$ cat config.mk
export PLATFORM = sky130hd
export DESIGN_NAME = llde_cell
export DESIGN_NICKNAME = d
export VERILOG_FILES = /design/src/design/llde_pkg.sv /design/src/design/llde_cell.sv
export SDC_FILE = /design/constraint.sdc
export NUM_CORES = 1
export LEC_CHECK = 0
export BUFFER_PORTS_ARGS = -buffer_cell sky130_fd_sc_hd__buf_2
export CAP_MARGIN = 5
export CORE_ASPECT_RATIO = 1.25
export CORE_MARGIN = 3
export CORE_UTILIZATION = 39
export DETAILED_ROUTE_END_ITERATION = 8
export PLACE_DENSITY = 0.89
export REMOVE_ABC_BUFFERS = 1
export SLEW_MARGIN = 25
export SYNTH_ARGS = -nofsm -noshare
export SYNTH_HDL_FRONTEND = slang
export SYNTH_SLANG_ARGS = --single-unit
$ cat constraint.sdc
create_clock -name clk -period 2.81 [get_ports clk]
set_clock_uncertainty 0.2 [all_clocks]
set_input_delay 0.7025 -clock clk [delete_from_list [all_inputs] [get_ports clk]]
set_output_delay 0.7025 -clock clk [all_outputs]
set_load 0.05 [all_outputs]
$ cat src/design/llde_pkg.sv
`timescale 1ns / 1ps

package llde_pkg;

	localparam int HANDLE_W = 8;
	localparam int CNT_W    = 9;
	localparam int POS_W    = 8;

	// Command codes on the opcode field.
	localparam logic [3:0] OP_PUSH_FRONT = 4'd0;
	localparam logic [3:0] OP_PUSH_BACK  = 4'd1;
	localparam logic [3:0] OP_POP_FRONT  = 4'd2;
	localparam logic [3:0] OP_POP_BACK   = 4'd3;
	localparam logic [3:0] OP_PEEK       = 4'd4;
	localparam logic [3:0] OP_REMOVE     = 4'd5;
	localparam logic [3:0] OP_FIND_FRONT = 4'd6;
	localparam logic [3:0] OP_FIND_BACK  = 4'd7;
	localparam logic [3:0] OP_CLEAR      = 4'd8;

	// Status codes on the result beat.
	localparam logic [1:0] ST_OK       = 2'd0;
	localparam logic [1:0] ST_RANGE    = 2'd1;
	localparam logic [1:0] ST_LISTED   = 2'd2;
	localparam logic [1:0] ST_UNLISTED = 2'd3;

	// Operation broadcast to every cell of the chain.
	typedef enum logic [2:0] {
		C_HOLD,
		C_LOAD,
		C_SHIFT,
		C_PUSHF,
		C_PUSHB,
		C_DEL
	} cell_op_t;

	typedef struct packed {
		cell_op_t              op;
		logic [HANDLE_W-1:0]   key;
		logic [CNT_W-1:0]      cnt;
		logic [CNT_W-1:0]      pos;
	} cell_ctl_t;

endpackage

$ cat src/design/llde_cell.sv
`timescale 1ns / 1ps

module llde_cell import llde_pkg::*; #(
	parameter logic [CNT_W-1:0] CELL_IDX = '0
) (
	input  logic                clk,
	input  cell_ctl_t           ctl,
	input  logic [HANDLE_W-1:0] left_h,
	input  logic [HANDLE_W-1:0] right_h,
	input  logic [HANDLE_W-1:0] right_ans_h,
	input  logic                right_ans_m,
	output logic [HANDLE_W-1:0] h,
	output logic [HANDLE_W-1:0] ans_h,
	output logic                ans_m
);

	logic [HANDLE_W-1:0] h_q;
	logic [HANDLE_W-1:0] ans_h_q;
	logic                ans_m_q;

	// The list entry held at this position, moved by pushes and deletions.
	always_ff @(posedge clk) begin
		unique case (ctl.op)
			C_PUSHF: h_q <= left_h;
			C_PUSHB: if (CELL_IDX == ctl.cnt) h_q <= ctl.key;
			C_DEL:   if (CELL_IDX >= ctl.pos) h_q <= right_h;
			default: h_q <= h_q;
		endcase
	end

	// The answer row: loaded from the entries, then walked towards cell zero.
	always_ff @(posedge clk) begin
		unique case (ctl.op)
			C_LOAD: begin
				ans_h_q <= h_q;
				ans_m_q <= (h_q == ctl.key) && (CELL_IDX < ctl.cnt);
			end
			C_SHIFT: begin
				ans_h_q <= right_ans_h;
				ans_m_q <= right_ans_m;
			end
			default: begin
				ans_h_q <= ans_h_q;
				ans_m_q <= ans_m_q;
			end
		endcase
	end

	assign h     = h_q;
	assign ans_h = ans_h_q;
	assign ans_m = ans_m_q;

endmodule

==> results.md, run 1 <==
- Starting Density: 0.425
- Worst Path Required: 2.62 ns
- #FFs+latches synth: 17
- Critical Path End Type: flop
- Top cells by area, synth: edfxtp_1 53%, mux2_2 9.4%, mux2i_1 8.3%, xor2_1 7.3%, nand2_1 3.5%
- CP max stage cell: or4_4
- Tmin final: 2.00 ns
- RSZ-0062 raised after global routing: false
- Cell family with the largest share of critical-path delay: simple AND/OR/NAND/NOR gates
- Number of diodes: 0
- Total routed wirelength: 2.42 mm
- Die height: 61.5 µm
- Power Density: 416 nW/µm²
- HP Start: h[1]
- HPWL after DPL: 2.07 mm
- Synthesis-to-layout area growth: 43.8%
- Least-Margin Pin Slew: 0.686 ns
- Worst path arrival time: 1.81 ns
- Power, Total: 574 µW
- Cell Chain, Critical Path: buf_2, or4_4, nor3_2, a2bb2oi_1, o21ai_1, buf_4
- Core Util, Final: 0.611
- CP Launch Type: primary input
- CTS tree: built
- Placement Cell Area: 1350 µm²
- Worst-case clock buffer depth: 2
- Largest net degree at the start of global routing: 18
- # DRC: 0
- Worst skew pair latency: 0.29 ns
- First-pass DRT Iterations: 2
- GPL Wtd Cong: 0.776
- Final period utilization: 0.710
- Post-synth top area cell: edfxtp_1
- Nets: 209
- Die Wd: 50.4 µm
- Maximum fanout along the worst path: 8
- Vias in the first global route: 913
- Synthesis Warnings: 0
- Vias per std cell: 4.90
- Mapped cell area: 960 µm²
- Core area: 2260 µm²
- Critical path class: primary input to flop
- GR Util All Layers: 0.169
- Leakage: 0.632 nW
- Routed vias: 902
- Fin area: 1380 µm²
- Crit path buf inv count: 2
- Worst R2R Start: h[4]
- Leading cell types in the layout, fill and taps excluded: 71 x buf_2, 17 x edfxtp_1, 9 x nand2_1
- First-pass GRT wire length: 3.82 mm
- Outcome: completed
- Setup bufs post-CTS: 0
- Share of layout cells above drive strength 1: 0.562
- Drt wl/cell: 13.1 µm
- Die area: 3100 µm²
- Worst VDD drop: 0.240 mV
- CTS buffer count: 3
- Syn avg cell area: 12.1 µm²
- Mapped Cells: 79
- DR iter-0 viols: 5
- Sink Count: 17
- Library cells used by synthesis: 20
- Num ports: 72
- Final hold slack: 0.443 ns
- Row cnt: 19
- Maximum capacitance violations: 0
- Peak Freq: 501 MHz
- Slew HR: 0.541
- Slew Viols, Final: 0
- Buffers on Ports: 71
- H-tree depth: 1
- Clk pin slew, worst setup/hold paths: 0.09 ns
- Commonest non-fill, non-tap cell in the layout: buf_2
- Setup TNS: 0 ns
- Clk root buf: clkbuf_4
- DRT antenna net count: 0
- Final hold violations: 0
- Sequential area share after synthesis: 0.532
- Final setup violation count: 0
- Worst Hold Class: flop to flop
- Hold Buf Count CTS: 0
- Largest stage delay, worst path: 0.52 ns
- Crit path launch: ctl[3]
- Grt ovf: 0
- Post_cts resized: 0
- Filler cells: 202
- Top cell type's share of synthesized area: 0.532
- Initial antenna violation count: 0
==> path summary, 6_finish.rpt <==
| path | endpoint | slack, ns | depth (start not counted) |
|---|---|---|---|
| max | h[7] | 0.81 | 6 |
| min | ans_h[1] | 0.44 | 1 |
| max reg2reg | ans_m | 1.19 | 4 |
| min reg2reg | ans_h[1] | 0.44 | 1 |
==> worst register-to-register path: cells and delay by family (launching register included) <==
| kind | cells | cell delay [ns] |
|---|---|---|
| flops | 1 | 0.44 |
| compound gates | 1 | 0.14 |
| simple gates | 2 | 0.52 |
| xor+xnor | 1 | 0.18 |
==> power by group <==
group	internal, mW	switching (mW)
logic	0.0597	0.0839
clock network	0.0553	0.0737
registers	0.295	0.00651
total	0.410	0.164
==> state kept, by name, indices dropped and copies added, names as in the netlist <==
name   count
h          8
ans_h      8
ans_m      1
==> synthesized netlist by cell type (all sizes together) <==
| library cell | instances |
|---|---|
| nand2b | 1 |
| a2bb2oi | 1 |
| nand3 | 2 |
| nand3b | 1 |
| or4 | 1 |
| xnor2 | 1 |
| nor2 | 2 |
| o21ai | 10 |
| edfxtp | 17 |
| nor3b | 1 |
| mux2 | 8 |
| nor4 | 3 |
| xor2 | 8 |
| buf | 3 |
| nor3 | 2 |
| nand2 | 9 |
| mux2i | 8 |
| nor4b | 1 |
==> cell type report <==
type                            count  area, µm²  share of cell area
Clock buffer                        4       26.3              0.0190
Sequential cell                    17        510               0.370
Tap cell                           31       38.8              0.0281
Timing Repair Buffer               73        370               0.268
Multi-Input combinational cell     59        434               0.315
==> cell families (layout without fill, tap and decap cells) <==
kind of cell | count (synthesis) | after routing | share of synthesized area
buffers and inverters | 3 | 77 | 0.0156
multiplexers | 16 | 16 | 0.177
XOR/XNOR | 9 | 9 | 0.0821
flip-flops | 17 | 17 | 0.532
AND/OR/NAND/NOR | 23 | 23 | 0.132
AO/OA/AOI/OAI | 11 | 11 | 0.0613
==> stage by stage <==
stage | cells | setup WS [ns]
floorplan | 76 | 0.415
global placement | 180 | 0.507
detailed placement | 180 | 0.491
CTS | 184 | 0.813
global route | 184 | 0.762
finish | 184 | 0.814
==> routing by layer <==
layer	track usage	routed length, µm
met1	0.158	763
met3	0.0339	233
met5	0	0
met2	0.319	1310
met4	0.142	112
Power figures use the tool's default switching activity.
==> run 2: changes to the inputs <==
--- a/config.mk
+++ b/config.mk
@@ -9,9 +9,9 @@
 export CAP_MARGIN = 5
 export CORE_ASPECT_RATIO = 1.25
 export CORE_MARGIN = 3
-export CORE_UTILIZATION = 39
+export CORE_UTILIZATION = 35
 export DETAILED_ROUTE_END_ITERATION = 8
-export PLACE_DENSITY = 0.89
+export PLACE_DENSITY = 0.85
 export REMOVE_ABC_BUFFERS = 1
 export SLEW_MARGIN = 25
 export SYNTH_ARGS = -nofsm -noshare
==> constraint.sdc (replaced) <==
create_clock -name clk -period 1.6 [get_ports clk]
set_clock_uncertainty 0.2 [all_clocks]
set_input_delay 0.4 -clock clk [delete_from_list [all_inputs] [get_ports clk]]
set_output_delay 0.4 -clock clk [all_outputs]
set_load 0.05 [all_outputs]
==> run 2 against run 1 <==
Net effect: the run now ends with setup timing left; flip-flop and latch count unchanged; worst setup slack lost 0.92 ns; first-iteration DRC count is the same; die area up 10%; count of clock-buffer cells in the layout down 1; via count grew 5.3%; critical endpoint is now h[3]; highest routed layer unchanged.
==> results.md, run 2 (synthesized netlist as in run 1, its figures left out) <==
- RSZ-0062 raised after global routing: true
- # DRC: 0
- Crit path launch: ctl[3]
- Worst R2R Start: h[7]
- Worst VDD drop: 0.405 mV
- R2r worst-path depth: 5
- HPWL after DPL: 2.27 mm
- Die height: 64.5 µm
- Critical path class: primary input to flop
- GPL Wtd Cong: 0.771
- Failing checks: setup timing
- CTS buffer count: 3
- Num ports: 72
- Leakage: 0.699 nW
- Nets: 219
- Critical Path End Type: flop
- Worst path arrival time: 1.51 ns
- First-pass DRT Iterations: 4
- Final period utilization: 1.07
- Starting Density: 0.380
- GR Util All Layers: 0.159
- Reg2reg end: ans_m
- Routed vias: 950
- Power, Total: 1.05 mW
- DRT antenna net count: 0
- Hold Buf Count CTS: 0
- Setup TNS: -0.806 ns
- Number of diodes: 0
- Area of the multi-input gates: 440 µm²
- Endpoint with the worst hold slack: h[4]
- Worst Path Required: 1.41 ns
- Core area: 2530 µm²
- HP Start: left_h[4]
- Die Wd: 52.8 µm
- Register area: 510 µm²
- Setup WS post-layout: -0.104 ns
- Least-Margin Pin Slew: 0.299 ns
- Synthesis-to-layout area growth: 57.4%
- Worst-case clock buffer depth: 2
- Commonest non-fill, non-tap cell in the layout: buf_2
- Grt ovf: 0
- Largest net degree at the start of global routing: 17
- DR iter-0 viols: 5
- Worst Hold Class: primary input to flop
- CP Launch Type: primary input
- First-pass GRT wire length: 3.97 mm
- Clk root buf: clkbuf_4
- R2R setup slack: 0.04 ns
- Final hold violations: 0
- Peak Freq: 587 MHz
- Sink Count: 17
- Power Density: 693 nW/µm²
- Vias in the first global route: 903
- Leading cell types in the layout, fill and taps excluded: 62 x buf_2, 17 x edfxtp_1, 15 x buf_4
- Filler cells: 212
- Tmin final: 1.70 ns
- H-tree depth: 1
- Vias per std cell: 4.85
- Number of cells after detailed placement: 190
- Outcome: complete, but fails checks
- Hold path depth: 3
- Row cnt: 20
- Drt wl/cell: 14.0 µm
- Maximum fanout along the worst path: 8
- Worst skew pair latency: 0.29 ns
- Maximum capacitance violations: 0
- Layout Cells excl Fill: 196
- Die area: 3410 µm²
- CTS tree: built
- Final setup violation count: 8
- Slew Viols, Final: 0
- Initial antenna violation count: 0
- Total routed wirelength: 2.75 mm
- Core Util, Final: 0.598
- Clk pin slew, worst setup/hold paths: 0.10 ns
- Share of layout cells above drive strength 1: 0.601
- Slew HR: 0.799
- Buffers on Ports: 71
run 2: metal layers:
layer / vias to the layer above / global-route usage / routed length [µm]
li1: 464 / - / -
met1: 433 / 0.184 / 1050
met2: 44 / 0.253 / 1400
met3: 9 / 0.0391 / 213
met4: 0 / 0.105 / 79
met5: - / 0 / 0
run 2: through the flow:
step | setup WS, ns | cell area (µm²) | hold WS (ns)
after floorplan | -0.493 | 945 | 0.387
after global placement | -0.420 | 1420 | 0.425
after detailed placement | -0.432 | 1420 | 0.425
after CTS | -0.109 | 1460 | 0.176
after global routing | -0.163 | 1510 | 0.179
final | -0.104 | 1510 | 0.185
run 2: worst max-delay path: stages:
cell	delay (ns)
buf_6	0.09
or4_4	0.52
nor3_2	0.11
a2bb2oi_1	0.08
o21ai_1	0.13
buf_4	0.18
run 2: worst max path at each step:
| stage | end | slack [ns] | cells after the start |
|---|---|---|---|
| global route | h[0] | -0.16 | 6 |
| floorplan | h[0] | -0.49 | 4 |
| finish | h[3] | -0.10 | 6 |
| CTS | h[2] | -0.11 | 6 |
| detailed placement | h[3] | -0.43 | 6 |
| global placement | h[7] | -0.42 | 6 |
run 2: cell type report:
type | instances | area share
Timing Repair Buffer | 83 | 0.325
Tap cell | 33 | 0.0273
Clock inverter | 1 | 0.00331
Multi-Input combinational cell | 59 | 0.292
Sequential cell | 17 | 0.338
Clock buffer | 3 | 0.0149
run 2: power by group:
group	total [mW]	internal (mW)	switching (mW)
clock	0.226	0.0930	0.133
combinational	0.288	0.131	0.157
sequential	0.532	0.518	0.0136
run 2: repair_timing:
item	CTS	global route
pin swaps	0	2
gates resized for setup	5	14
endpoints found under the hold margin	0	0
endpoints found under the setup margin	12	16
setup buffers	0	2
